===== config.mk =====
export PLATFORM = sky130hd
export DESIGN_NAME = mmpp_acc
export DESIGN_NICKNAME = d
export VERILOG_FILES = /design/src/hdl/mmpp_pkg.sv /design/src/hdl/mmpp_acc.sv
export SDC_FILE = /design/constraint.sdc
export NUM_CORES = 1
export LEC_CHECK = 0
export BUFFER_PORTS_ARGS = -buffer_cell sky130_fd_sc_hd__buf_2
export CELL_PAD_IN_SITES_DETAIL_PLACEMENT = 0
export CELL_PAD_IN_SITES_GLOBAL_PLACEMENT = 1
export CORE_ASPECT_RATIO = 0.6
export CORE_MARGIN = 2
export CORE_UTILIZATION = 31
export CTS_CLUSTER_DIAMETER = 40
export DETAILED_ROUTE_END_ITERATION = 7
export PLACE_DENSITY = 0.74
export SETUP_SLACK_MARGIN = 0.4
export SLEW_MARGIN = 20
export SYNTH_ARGS = -nofsm -noshare
export SYNTH_HDL_FRONTEND = slang
export SYNTH_SLANG_ARGS = --single-unit

===== constraint.sdc =====
create_clock -name clk -period 4.95 [get_ports clk]
set_input_delay 0.495 -clock clk [delete_from_list [all_inputs] [get_ports clk]]
set_output_delay 0.495 -clock clk [all_outputs]
set_load 0.05 [all_outputs]

===== src/hdl/mmpp_pkg.sv =====
package mmpp_pkg;

  localparam int VERTICES = 16;
  localparam int VB       = $clog2(VERTICES);
  localparam int ADDR_W   = 2 * VB;
  localparam int RAM_DEPTH = 1 << ADDR_W;

  localparam int CMD_W     = 2;
  localparam int FIELD_W   = 4;
  localparam int WEIGHT_W  = 16;
  localparam int VALUE_W   = 24;
  localparam int DEGREE_W  = 6;
  localparam int CFG_IDX_W = 1;
  localparam int CFG_DATA_W = DEGREE_W;

  typedef logic [VB-1:0]       idx_t;
  typedef logic [ADDR_W-1:0]   addr_t;
  typedef logic [VALUE_W-1:0]  value_t;
  typedef logic [WEIGHT_W-1:0] weight_t;

  localparam idx_t   IDX_LAST  = VB'(VERTICES - 1);
  localparam value_t VALUE_MAX = '1;

  localparam logic [CMD_W-1:0] CMD_WRITE = 2'd0;
  localparam logic [CMD_W-1:0] CMD_RUN   = 2'd1;
  localparam logic [CMD_W-1:0] CMD_READ  = 2'd2;

  localparam logic [CFG_IDX_W-1:0] CFG_POWER_DEGREE = 1'b0;
  localparam logic [CFG_IDX_W-1:0] CFG_PATH_MODE    = 1'b1;

  localparam logic MODE_SHORTEST = 1'b0;

  typedef enum logic [3:0] {
    S_CLEAR,
    S_IDLE,
    S_READ,
    S_LOAD,
    S_LOAD_END,
    S_MULT,
    S_MULT_END,
    S_COPY,
    S_COPY_END,
    S_DONE
  } state_t;

  // Map a 4-bit vertex field onto the internal index width.
  function automatic idx_t to_idx(input logic [FIELD_W-1:0] v);
    logic [VB+FIELD_W-1:0] ext;
    ext = {{VB{1'b0}}, v};
    return ext[VB-1:0];
  endfunction

  function automatic logic in_range(input logic [FIELD_W-1:0] v);
    logic [VB+FIELD_W-1:0] ext;
    ext = {{VB{1'b0}}, v};
    return ext < (VB + FIELD_W)'(VERTICES);
  endfunction

endpackage


===== src/hdl/mmpp_acc.sv =====
module mmpp_acc (
  input  logic             clk,
  input  logic             en,
  input  logic             first,
  input  logic             mode,
  input  mmpp_pkg::value_t a,
  input  mmpp_pkg::weight_t b,
  output mmpp_pkg::value_t result,
  output logic             sat_hit
);
  import mmpp_pkg::*;

  value_t               best_r;
  logic                 found_r;
  value_t               best_nxt;
  logic                 found_nxt;
  logic [VALUE_W:0]     sum;
  value_t               cand;
  logic                 has_cand;
  value_t               cur_best;
  logic                 cur_found;
  logic                 better;

  always_comb begin
    cur_best  = first ? '0 : best_r;
    cur_found = first ? 1'b0 : found_r;
    has_cand  = (a != '0) && (b != '0);
    sum       = {1'b0, a} + (VALUE_W + 1)'(b);
    cand      = sum[VALUE_W] ? VALUE_MAX : sum[VALUE_W-1:0];
    better    = (mode == MODE_SHORTEST) ? (cand < cur_best) : (cand > cur_best);
    best_nxt  = cur_best;
    found_nxt = cur_found;
    if (has_cand && (!cur_found || better)) begin
      best_nxt  = cand;
      found_nxt = 1'b1;
    end
  end

  always_ff @(posedge clk) begin
    if (en) begin
      best_r  <= best_nxt;
      found_r <= found_nxt;
    end
  end

  // No candidate leaves best at zero, which is the no-path code.
  assign result  = best_nxt;
  assign sat_hit = en && has_cand && sum[VALUE_W];

endmodule


* Yosys cells after proc, flatten, opt, wreduce, memory -nomap -nowiden
Index checks and enable logic that the tools add are counted.
** Word-level totals
- Register bits :: 25
- Output and inout port bits :: 25
- Word-level logic and storage cells :: 18
** Operators by class
- $add $sub $neg :: 1
- $lt $le $gt $ge :: 2
- Muxes and demuxes :: 5
- Reductions and logical operators :: 8
** Operators by type and width (number)
- $mux W24 :: 3
- $add A24 B16 Y25 :: 1
- $gt A24 B24 Y1 :: 1
- $lt A24 B24 Y1 :: 1
- $reduce_bool A24 Y1 :: 1
- $reduce_bool A16 Y1 :: 1
- $logic_and A1 B1 Y1 :: 4
- $mux W1 :: 2
- $logic_not A1 Y1 :: 1
- $logic_or A1 B1 Y1 :: 1

* Logic depth before layout (Yosys ltp)
Gate-level depths: netlist (run 1).
- Word-level depth :: 7
- Depth in mapped cells :: 21
- Depth with buffers taken out :: 19

* Worst setup path before layout (run 1)
Ideal clock, no wire load.
- Path type :: input -> output
- Start :: input port a[0]
- End :: output port result[11]
- Data arrival time :: 5.172 ns
- Setup slack :: -0.717 ns
- Cell stages on the path :: 18
- Buffers on the path :: 1
- Cells stage by stage :: ha_1 -> fa_1 -> a211oi_2 -> o21bai_2 -> a31oi_4 -> o32ai_4 -> a22oi_1 -> nand2_1 -> mux2_2 -> ha_1 -> nand4_1 -> nor4_1 -> o31a_1 -> a211oi_2 -> mux2i_1 -> a31oi_4 -> buf_4 -> mux2i_1
** Between the ends
- Cells in the longest elaborated chain, start to end :: 7
** RTL lines
- start, declared :: line mmpp_acc.sv:6 : input mmpp_pkg::value_t a,
- $add A24 B16 Y25 :: line mmpp_acc.sv:28 : sum = {1'b0, a} + (VALUE_W + 1)'(b);
- $mux W24 :: line mmpp_acc.sv:29 : cand = sum[VALUE_W] ? VALUE_MAX : sum[VALUE_W-1:0];
- $lt A24 B24 Y1 or $gt A24 B24 Y1 (tied branches) :: line mmpp_acc.sv:30 : better = (mode == MODE_SHORTEST) ? (cand < cur_best) : (cand > cur_best);
- $mux W1 :: line mmpp_acc.sv:30
- $logic_or A1 B1 Y1 :: line mmpp_acc.sv:33 : if (has_cand && (!cur_found || better)) begin
- $logic_and A1 B1 Y1 :: line mmpp_acc.sv:33
- $mux W24 (*) :: line mmpp_acc.sv:33
- end, declared :: line mmpp_acc.sv:8 : output mmpp_pkg::value_t result,
Every way passes the cells marked *; elsewhere a longest branch is shown, timed or not.

* Final worst setup path (run 1)
- Start :: input port a[0]
- End :: output port result[19]
Same word-level chain as after synthesis.

==> qor.yml, run 1 <==
logic_synthesis:
  synth_area_leaders: "edfxtp_1 (25%), ha_1 (17%), mux2_2 (4.9%), nand2_1 (4.8%), mux2i_1 (4.7%)"
  synth_common_cells: "ha_1 (40), nand2_1 (38), inv_1 (31)"
  synth_edf_count: 25
  ys_ff_latch: 25
  synth_largest_type_area_fraction: 0.252
  synth_ff_type: "edfxtp_1"
  synthesis.area_sq_um: 2980
  async_flop_share: 0
  yosysMostFrequentCell: "ha_1"
  synth.distinct_cells: 44
  yosys_warnings: 0
  syn_avg_cell_area_sq_um: 8.92
  ys_seq_area_frac: 0.252
  synth_top_area_cell: "edfxtp_1"
  netlist_instances: 334
  syn_nets: 419
power:
  p_leak_nw: 2.19
  cellPowerDensity_nw_per_um2: 269
  vdd_drop_max_v: 0.000176
critical_path:
  cp_data_required_time_ps: 4450
  crit_fanout: 6
  worstSetupPathType: "in2out"
  rr_worst_depth: 15
  arrival_ps: 4780
  cp-end-kind: "output pin"
  critPathLaunchType: "primary input"
clocking:
  h-tree-depth: 1
  cts_tree: "done"
  clock_latency_ps: 270
  clk_path_buf_depth: 2
  cts_buffers: 3
  cts.sinks: 25
  cts-root-buf: "clkbuf_16"
  path_clk_slew_ps: 70
routing:
  drt-total-wl_mm: 9.56
  vias_per_cell: 4.88
  drt_iter0_drc: 142
  wire_per_inst_microns: 15.3
  ant_nets: 0
  drc: 0
  vias: 3057
  dr.pass1.iters: 5
sta:
  finalWorstSetupSlack_ps: -326
  layout_min_cycle_time_ps: 5280
  skew_ps: 8.15
  fin_crit_sh: 1.07
  hold_violations: 0
  fmax_mhz: 190
  rsz0062_at_grt: "yes"
  maxSlewViolCount: 0
  holdWs_ps: 712
  setup_viol: 24
  tightest_slew_ps: 652
  slew_headroom: 0.566
floorplanning:
  start_util: 0.322
  ioPinCount: 69
  die_h_microns: 80.0
  rows: 27
  core_area_sq_um: 9260
  die-area_sq_um: 10400
  die_w_microns: 131
worst_hold_path:
  hp-class: "in2reg"
  whs_path_depth: 2
global_routing:
  grt_first_pass_wirelength_mm: 15.0
  globalRouteOverflowTotal: 0
  grt_pass1_vias: 3004
  antenna_found_initial: 0
  grt.total_usage: 0.185
  grt_max_degree: 27
placement:
  dp_hpwl_mm: 7.68
  io_buffers: 68
  gp_congestion: 0.870
status:
  violations: "negative setup slack"
  outcome: "complete, but fails checks"
layout:
  n_antenna_cell: 0
  area_growth_pct: 65.2
  nNetsFinal: 582
  drive_above_1_share: 0.478
  utilization: 0.532
job:
  maxCapViolCount: 0
## what timing repair did
action	CTS	global route
gates resized for setup	68	9
setup buffers	14	5
pin swaps	2	4
hold buffers	0	0
setup endpoints to repair	35	48
gates cloned	1	2
## per-stage QoR
step,worst slack (ps),setup TNS (ps),instances,cell area [sq um],power (mW)
detailed placement,-438,-9730,600,4320,1.01
finish,-326,-6590,626,4920,1.32
global placement,-409,-8270,600,4320,0.999
global route,-507,-10710,626,4920,1.40
CTS,-310,-6060,619,4790,1.30
floorplan,149,0,334,3300,0.766
## sequential cells by signal, indices dropped and copies added (netlist names)
register and count:
found_r 1, best_r 24
## cells by family (layout without fill, tap and decap cells)
logic type | count (synthesis) | after routing | share of synthesized area
AOI/OAI and AO/OA | 69 | 69 | 0.173
xor gates and xnor gates | 16 | 16 | 0.0470
and+or+nand+nor | 119 | 120 | 0.200
muxes | 28 | 28 | 0.101
DFF | 25 | 25 | 0.252
buffers and inverters | 36 | 197 | 0.0516
adders and majority gates | 41 | 41 | 0.175
## report_power, final
group	internal (mW)	switching [mW]
combinational	0.411	0.449
sequential	0.269	0.00574
clock	0.109	0.0808
## layout make-up
cell class	count	area [sq um]
Fill cell	853	4330
Multi-Input combinational cell	274	2480
Timing Repair Buffer	162	1330
Sequential cell	25	751
Tap cell	130	163
Inverter	31	116
Clock buffer	3	75.1
Clock inverter	1	5.00
## cells in the final DEF, fill, tap and decap left out, types with 4 or more instances in the layout
| master | n |
|---|---|
| buf_4 | 80 |
| buf_2 | 42 |
| nand2_1 | 36 |
| buf_6 | 32 |
| inv_1 | 28 |
| ha_1 | 28 |
| edfxtp_1 | 25 |
| a21oi_1 | 19 |
| nor2_1 | 18 |
| nor2b_1 | 13 |
| mux2i_4 | 13 |
| ha_4 | 12 |
| mux2_2 | 10 |
| nor4_1 | 10 |
| a21o_1 | 9 |
| o21ai_0 | 9 |
| xor2_1 | 8 |
| xnor2_1 | 8 |
| nand4_1 | 8 |
| nand3_1 | 6 |
| o21a_1 | 6 |
| a211oi_2 | 5 |
| and2_1 | 5 |
| and2_4 | 5 |
| o21ai_1 | 4 |
| mux2_4 | 4 |
| clkbuf_16 | 4 |
| buf_12 | 4 |
## critical path, cell delays in order
cell,delay (ps)
buf_8,100
ha_4,160
fa_2,370
a211oi_2,200
o21bai_2,110
a31oi_4,220
o32ai_4,140
a31oi_4,270
nor2_1,90
mux2_2,310
ha_1,310
nand4_1,150
nor4_2,400
o31a_1,220
a211oi_2,50
mux2i_1,240
a31oi_4,140
buf_6,170
buf_16,140
buf_12,130
mux2i_4,180
buf_6,180
## metal layers
layer | part of all wire | up-vias | track usage | routed length [microns]
met4 | 0 | 0 | 0.00638 | 0
met5 | 0 | - | 0 | 0
met2 | 0.41 | 70 | 0.275 | 3880
met1 | 0.55 | 1431 | 0.289 | 5220
met3 | 0.048 | 0 | 0.0328 | 455
li1 | - | 1556 | - | -
## path summary, 6_finish.rpt
kind / startpoint / endpoint / slack (ps)
hold reg to reg: found_r$_SDFFCE_PP1P_ / found_r$_SDFFCE_PP1P_ / 720
hold / removal: first / found_r$_SDFFCE_PP1P_ / 710
setup reg to reg: best_r[5]$_DFFE_PP_ / best_r[18]$_DFFE_PP_ / 1740
setup / recovery: a[0] / result[19] / -330
Power figures use the tool's default switching activity.
==> run 2: changes to the inputs <==
==> constraint.sdc (replaced) <==
create_clock -name clk -period 4.95 [get_ports clk]
set_input_delay 0.7425 -clock clk [delete_from_list [all_inputs] [get_ports clk]]
set_output_delay 0.7425 -clock clk [all_outputs]
set_load 0.05 [all_outputs]
==> run 2 against run 1 <==
Effect of this change: largest cell class unchanged; clock skew increased by 3.0 ps; the flow still finishes with violations (negative setup slack); register-to-register slack improved by 170 ps; worst hold slack improved by 8.0 ps; critical path depth decreased by 1; wire length increased by 2.0%.
==> qor.yml, run 2 (synthesized netlist as in run 1, its figures left out) <==
critical_path:
  crit_path_end: "result[9]"  # was result[19]
  cp_top_family: "compound AO/OA/AOI/OAI gates"  # unchanged
  path_cells: "buf_8 -> ha_4 -> fa_2 -> a211oi_2 -> o21bai_2 -> a31oi_4 -> o32ai_4 -> a31oi_4 -> buf_6 -> nor2_2 -> mux2_4 -> ha_4 -> nand4_1 -> nor4_2 -> o31a_1 -> a211oi_2 -> mux2i_2 -> a31oi_4 -> buf_12 -> mux2_2 -> buf_6"  # was buf_8 -> ha_4 -> fa_2 -> a211oi_2 -> o21bai_2 -> a31oi_4 -> o32ai_4 -> a31oi_4 -> nor2_1 -> mux2_2 -> ha_1 -> nand4_1 -> nor4_2 -> o31a_1 -> a211oi_2 -> mux2i_1 -> a31oi_4 -> buf_6 -> buf_16 -> buf_12 -> mux2i_4 -> buf_6
  worstSetupPathType: "in2out"  # unchanged
  worst_path_most_repeated_cell: "a31oi_4"  # unchanged
  reg2reg_setup_slack_ps: 1910  # was 1740 ps
  rr_worst_depth: 14  # was 15
  critPathMaxStageDelay_ps: 390  # was 400 ps
  crit_slowest_cell: "mux2_2"  # was nor4_2
  crit_fanout: 15  # was 6
  cp_num_buf_inv: 4  # was 5
  cp.depth: 21  # was 22
  critPathLaunchType: "primary input"  # unchanged
  arrival_ps: 5070  # was 4780 ps
  r2r-start: "best_r[21]$_DFFE_PP_"  # was best_r[5]$_DFFE_PP_
  cp_data_required_time_ps: 4210  # was 4450 ps
  r2r-end: "best_r[13]$_DFFE_PP_"  # was best_r[18]$_DFFE_PP_
  crit_start: "a[0]"  # unchanged
  cp-end-kind: "output pin"  # unchanged
sta:
  finalWorstSetupSlack_ps: -865  # was -326 ps
  fmax_mhz: 172  # was 190 MHz
  holdWs_ps: 720  # was 712 ps
  hold_violations: 0  # unchanged
  layout_min_cycle_time_ps: 5820  # was 5280 ps
  maxSlewViolCount: 0  # unchanged
  tightest_slew_ps: 655  # was 652 ps
  skew_ps: 11.2  # was 8.15 ps
  slew_headroom: 0.563  # was 0.566
  fin_crit_sh: 1.17  # was 1.07
  rsz0062_at_grt: "yes"  # unchanged
  setup_viol: 24  # unchanged
routing:
  drt-total-wl_mm: 9.75  # was 9.56 mm
  drc: 0  # unchanged
  vias_per_cell: 4.84  # was 4.88
  dr.pass1.iters: 5  # unchanged
  ant_nets: 0  # unchanged
  drt_iter0_drc: 114  # was 142
  wire_per_inst_microns: 15.3  # about the same
  vias: 3076  # was 3,057
layout:
  final_cell_mix: "buf_4 (90), buf_2 (42), nand2_1 (36)"  # was buf_4 (80), buf_2 (42), nand2_1 (36)
  final_common_cell: "buf_4"  # unchanged
  drive_above_1_share: 0.491  # was 0.478
  area_growth_pct: 67.1  # was 65.2%
  regMostFlops: "best_r"  # unchanged
  nFillCells: 833  # was 853
  n_antenna_cell: 0  # unchanged
  multi_input_area_sq_um: 2500  # was 2480 sq um
  nNetsFinal: 591  # was 582
  seq_area_sq_um: 751  # unchanged
  largest_register_ffs: 24  # unchanged
  top_regs: "best_r: 24 flops, found_r: 1 flops"  # unchanged
power:
  clock_power_share: 0.145  # was 0.144
  p_comb_frac: 0.648  # was 0.649
  swShare: 0.406  # was 0.404
  p_seq_frac: 0.207  # about the same
  cellPowerDensity_nw_per_um2: 267  # was 269 nW/um^2
  p_switching_mw: 0.539  # was 0.536 mW
  p_leak_nw: 2.22  # was 2.19 nW
  internal_power_mw: 0.790  # was 0.789 mW
  vdd_drop_max_v: 0.000158  # was 0.000176 V
global_routing:
  gr-max-usage-layer: "met1"  # unchanged
  grt_use_met1: 0.282  # was 0.289
  met2_usage: 0.282  # was 0.275
  grt.total_usage: 0.188  # was 0.185
  grt_first_pass_wirelength_mm: 15.2  # was 15.0 mm
  globalRouteOverflowTotal: 0  # unchanged
  antenna_found_initial: 0  # unchanged
  use_met3: 0.0429  # was 0.0328
  grt_pass1_vias: 2975  # was 3,004
  grt_max_degree: 27  # unchanged
floorplanning:
  core_area_sq_um: 9260  # unchanged
  die_w_microns: 131  # unchanged
  start_util: 0.322  # unchanged
  rows: 27  # unchanged
  die_h_microns: 80.0  # unchanged
  die-area_sq_um: 10400  # unchanged
  ioPinCount: 69  # unchanged
clocking:
  clock_latency_ps: 270  # about the same
  path_clk_slew_ps: 80  # was 70 ps
  cts_tree: "done"  # unchanged
  cts_buffers: 3  # unchanged
  cts-root-buf: "clkbuf_16"  # unchanged
  clk_path_buf_depth: 2  # unchanged
  h-tree-depth: 1  # unchanged
  cts.sinks: 25  # unchanged
worst_hold_path:
  hp-start: "found_r$_SDFFCE_PP1P_"  # was first
  hp-class: "reg2reg"  # was in2reg
status:
  outcome: "complete, but fails checks"  # unchanged
  violations: "negative setup slack"  # unchanged
placement:
  gp_congestion: 0.903  # was 0.870
  dp_slack_ps: -990  # was -438 ps
  dp_hpwl_mm: 7.87  # was 7.68 mm
  io_buffers: 68  # unchanged
job:
  maxCapViolCount: 0  # unchanged
[run 2: changes by cell type in the layout (fill, tap and decap cells not counted), sizes merged]
cell,change
clkinvlp,+1
clkinv,-1
buf,+10
clkbuf,-1
[run 2: per-layer routing]
metal	up-vias	routed length, microns
li1	1571	-
met1	1420	5130
met2	79	4050
met3	6	531
met4	0	41
met5	-	0
[run 2: tightest hold or removal path, stage by stage (launching register included)]
cell	delay (ps)
edfxtp_1	410
inv_1	50
o21ai_0	140
[run 2: worst min path at each step]
stage                            end  slack (ps)  depth (start not counted)
2_1_floorplan  found_r$_SDFFCE_PP1P_         650                          2
3_3_place_gp    best_r[19]$_DFFE_PP_         690                          2
3_5_place_dp     best_r[5]$_DFFE_PP_         700                          2
4_1_cts        found_r$_SDFFCE_PP1P_         720                          2
5_1_grt         best_r[19]$_DFFE_PP_         770                          2
6_report       found_r$_SDFFCE_PP1P_         720                          2
[run 2: power groups by stage]
stage | combinational, mW | sequential, mW | clock, mW
floorplan | 0.489 | 0.277 | 0
CTS | 0.833 | 0.276 | 0.198
global placement | 0.733 | 0.279 | 0
detailed placement | 0.742 | 0.280 | 0
finish | 0.861 | 0.275 | 0.193
global route | 0.924 | 0.278 | 0.208
[run 2: through the flow]
step                total power, mW  cells  utilization  setup TNS, ps  area, sq um
global placement               1.01    617        0.481         -23130         4450
detailed placement             1.02    617        0.481         -27380         4450
finish                         1.33    635        0.538         -19630         4980
global route                   1.41    635        0.538         -26710         4980
CTS                            1.31    633        0.524         -19970         4850
floorplan                     0.766    334            -          -7410         3300
[run 2: what timing repair did]
item	in CTS	in global routing
cloned	1	1
pin swaps	3	2
hold buffers	0	0
gates resized for setup	62	19
buffers inserted	11	1
endpoints found under the setup margin	48	48
[run 2: cell type report]
| type | instances | area share |
|---|---|---|
| flip-flops and latches | 25 | 0.151 |
| inverters | 31 | 0.0234 |
| well taps | 130 | 0.0327 |
| clock buffers | 3 | 0.0151 |
| clock inverters | 1 | 0.00151 |
| repair buffers | 171 | 0.275 |
| multi-input cells | 274 | 0.501 |
==> run 3: changes to the inputs <==
- SKIP_CTS_REPAIR_TIMING: default -> 1
==> run 3 against run 2 <==
Effect of this change: the run still ends with negative setup slack left; critical endpoint is now result[23]; first-iteration DRC count shrank 4.4%; combinational power fell by 2%; cell count decreased by 1.3%; worst setup slack got worse by 81 ps; utilization down 0.95 points; clock skew is 1.6 ps higher; critical path type unchanged; critical path depth increased by 2; sequential power about the same; clock power is 2% higher; sequential share of layout area increased by 0.27 points; fmax is 1.4% lower; largest cell class unchanged.
==> qor.yml, run 3 (synthesized netlist as in run 1, its figures left out) <==
status:
  outcome: "complete, but fails checks"  # unchanged
  violations: "negative setup slack"  # unchanged
critical_path:
  crit_fanout: 8  # was 15
  cp_data_required_time_ps: 4210  # about the same
  critPathLaunchType: "primary input"  # unchanged
  arrival_ps: 5150  # was 5070 ps
  r2r-start: "best_r[21]$_DFFE_PP_"  # unchanged
  rr_worst_depth: 12  # was 14
  cp-end-kind: "output pin"  # unchanged
  crit_start: "a[1]"  # was a[0]
  worstSetupPathType: "in2out"  # unchanged
layout:
  utilization: 0.529  # was 0.538
  final_common_cell: "buf_4"  # unchanged
  instances_no_fill: 627  # was 635
  drive_above_1_share: 0.487  # was 0.491
  n_antenna_cell: 0  # unchanged
  largest_register_ffs: 24  # unchanged
  final_cell_mix: "buf_4 (88), buf_2 (43), nand2_1 (36)"  # was buf_4 (90), buf_2 (42), nand2_1 (36)
  design_area_sq_um: 4890  # was 4980 sq um
  top_regs: "best_r: 24 flops, found_r: 1 flops"  # unchanged
  regMostFlops: "best_r"  # unchanged
  area_growth_pct: 64.1  # was 67.1%
  nNetsFinal: 583  # was 591
routing:
  ant_nets: 0  # unchanged
  drc: 0  # unchanged
  vias_per_cell: 4.93  # was 4.84
  drt-total-wl_mm: 9.78  # was 9.75 mm
  drt_iter0_drc: 109  # was 114
  vias: 3093  # was 3,076
  wire_per_inst_microns: 15.6  # was 15.3 microns
  dr.pass1.iters: 4  # was 5
global_routing:
  grt_max_degree: 27  # unchanged
  grt_pass1_vias: 2902  # was 2,975
  grt_first_pass_wirelength_mm: 14.9  # was 15.2 mm
  grt.total_usage: 0.184  # was 0.188
  antenna_found_initial: 0  # unchanged
  globalRouteOverflowTotal: 0  # unchanged
power:
  vdd_drop_max_v: 0.000160  # was 0.000158 V
  cellPowerDensity_nw_per_um2: 269  # was 267 nW/um^2
  p_leak_nw: 2.18  # was 2.22 nW
clocking:
  h-tree-depth: 1  # unchanged
  cts-root-buf: "clkbuf_16"  # unchanged
  cts_buffers: 3  # unchanged
  cts.sinks: 25  # unchanged
  clock_latency_ps: 270  # about the same
  clk_path_buf_depth: 2  # unchanged
  cts_tree: "done"  # unchanged
  path_clk_slew_ps: 80  # about the same
worst_hold_path:
  whs_path_depth: 2  # unchanged
  hp-class: "reg2reg"  # unchanged
  hp-start: "found_r$_SDFFCE_PP1P_"  # unchanged
sta:
  finalSetupTns_ps: -20000  # was -19,630 ps
  tightest_slew_ps: 639  # was 655 ps
  setup_viol: 24  # unchanged
  rsz0062_at_grt: "yes"  # unchanged
  skew_ps: 12.8  # was 11.2 ps
  slew_headroom: 0.570  # was 0.563
  fmax_mhz: 170  # was 172 MHz
  holdWs_ps: 719  # was 720 ps
  hold_violations: 0  # unchanged
  finalWorstSetupSlack_ps: -946  # was -865 ps
  layout_min_cycle_time_ps: 5900  # was 5820 ps
  fin_crit_sh: 1.19  # was 1.17
  maxSlewViolCount: 0  # unchanged
placement:
  gp_congestion: 0.903  # unchanged
  dp_cells: 617  # unchanged
  io_buffers: 68  # unchanged
  dp_hpwl_mm: 7.87  # unchanged
  placed_cell_area_sq_um: 4450  # unchanged
floorplanning:
  ioPinCount: 69  # unchanged
  core_area_sq_um: 9260  # unchanged
  die-area_sq_um: 10400  # unchanged
  rows: 27  # unchanged
  die_w_microns: 131  # unchanged
  start_util: 0.322  # unchanged
  die_h_microns: 80.0  # unchanged
job:
  maxCapViolCount: 0  # unchanged
==> run 3: layer usage <==
metal  routed length [microns]  up-vias  GRT usage  part of all wire
li1                          -     1554          -                 -
met1                      5130     1451      0.277              0.53
met2                      4020       80      0.275              0.41
met3                       575        8     0.0429             0.059
met4                        48        0     0.0149            0.0049
met5                         0        -          0                 0
==> run 3: layout make-up <==
cell class | count | area [sq um]
fill | 849 | 4360
timing repair buffer | 163 | 1280
tap | 130 | 163
multi-input combinational | 274 | 2500
clock buffer | 3 | 75.1
inverter | 31 | 116
clock inverter | 1 | 7.51
sequential | 25 | 751
==> run 3: worst paths after layout <==
kind / end / slack (ps)
setup / recovery: result[23] / -950
hold reg to reg: found_r$_SDFFCE_PP1P_ / 720
hold / removal: found_r$_SDFFCE_PP1P_ / 720
setup reg to reg: best_r[23]$_DFFE_PP_ / 1920
==> run 3: where the power goes <==
| part | leakage (nW) | switching (mW) | internal [mW] |
|---|---|---|---|
| combinational | 1.89 | 0.447 | 0.397 |
| clock | 0.0371 | 0.0868 | 0.110 |
| sequential | 0.245 | 0.00633 | 0.269 |
| total | 2.18 | 0.540 | 0.776 |
==> run 3: critical path, cell delays in order <==
cell      delay (ps)
buf_2            110
buf_4            130
fa_2             400
a211oi_2         210
o21bai_2         110
a31oi_4          220
o32ai_4          160
a31oi_4          250
buf_6            150
nor3_4            50
nor2_2           130
inv_2             60
ha_4             230
nor2b_4          120
o211ai_1         190
a21oi_1          100
o31a_1           320
a211oi_2         210
mux2i_2          320
a31oi_4          190
buf_12           210
mux2_4           320
buf_2            220
==> run 3: metrics by stage <==
step | power, mW | worst slack (ps)
3_3_place_gp | 1.01 | -909
5_1_grt | 1.39 | -1130
6_report | 1.32 | -946
3_5_place_dp | 1.02 | -990
4_1_cts | 1.22 | -1060
2_1_floorplan | 0.766 | -346
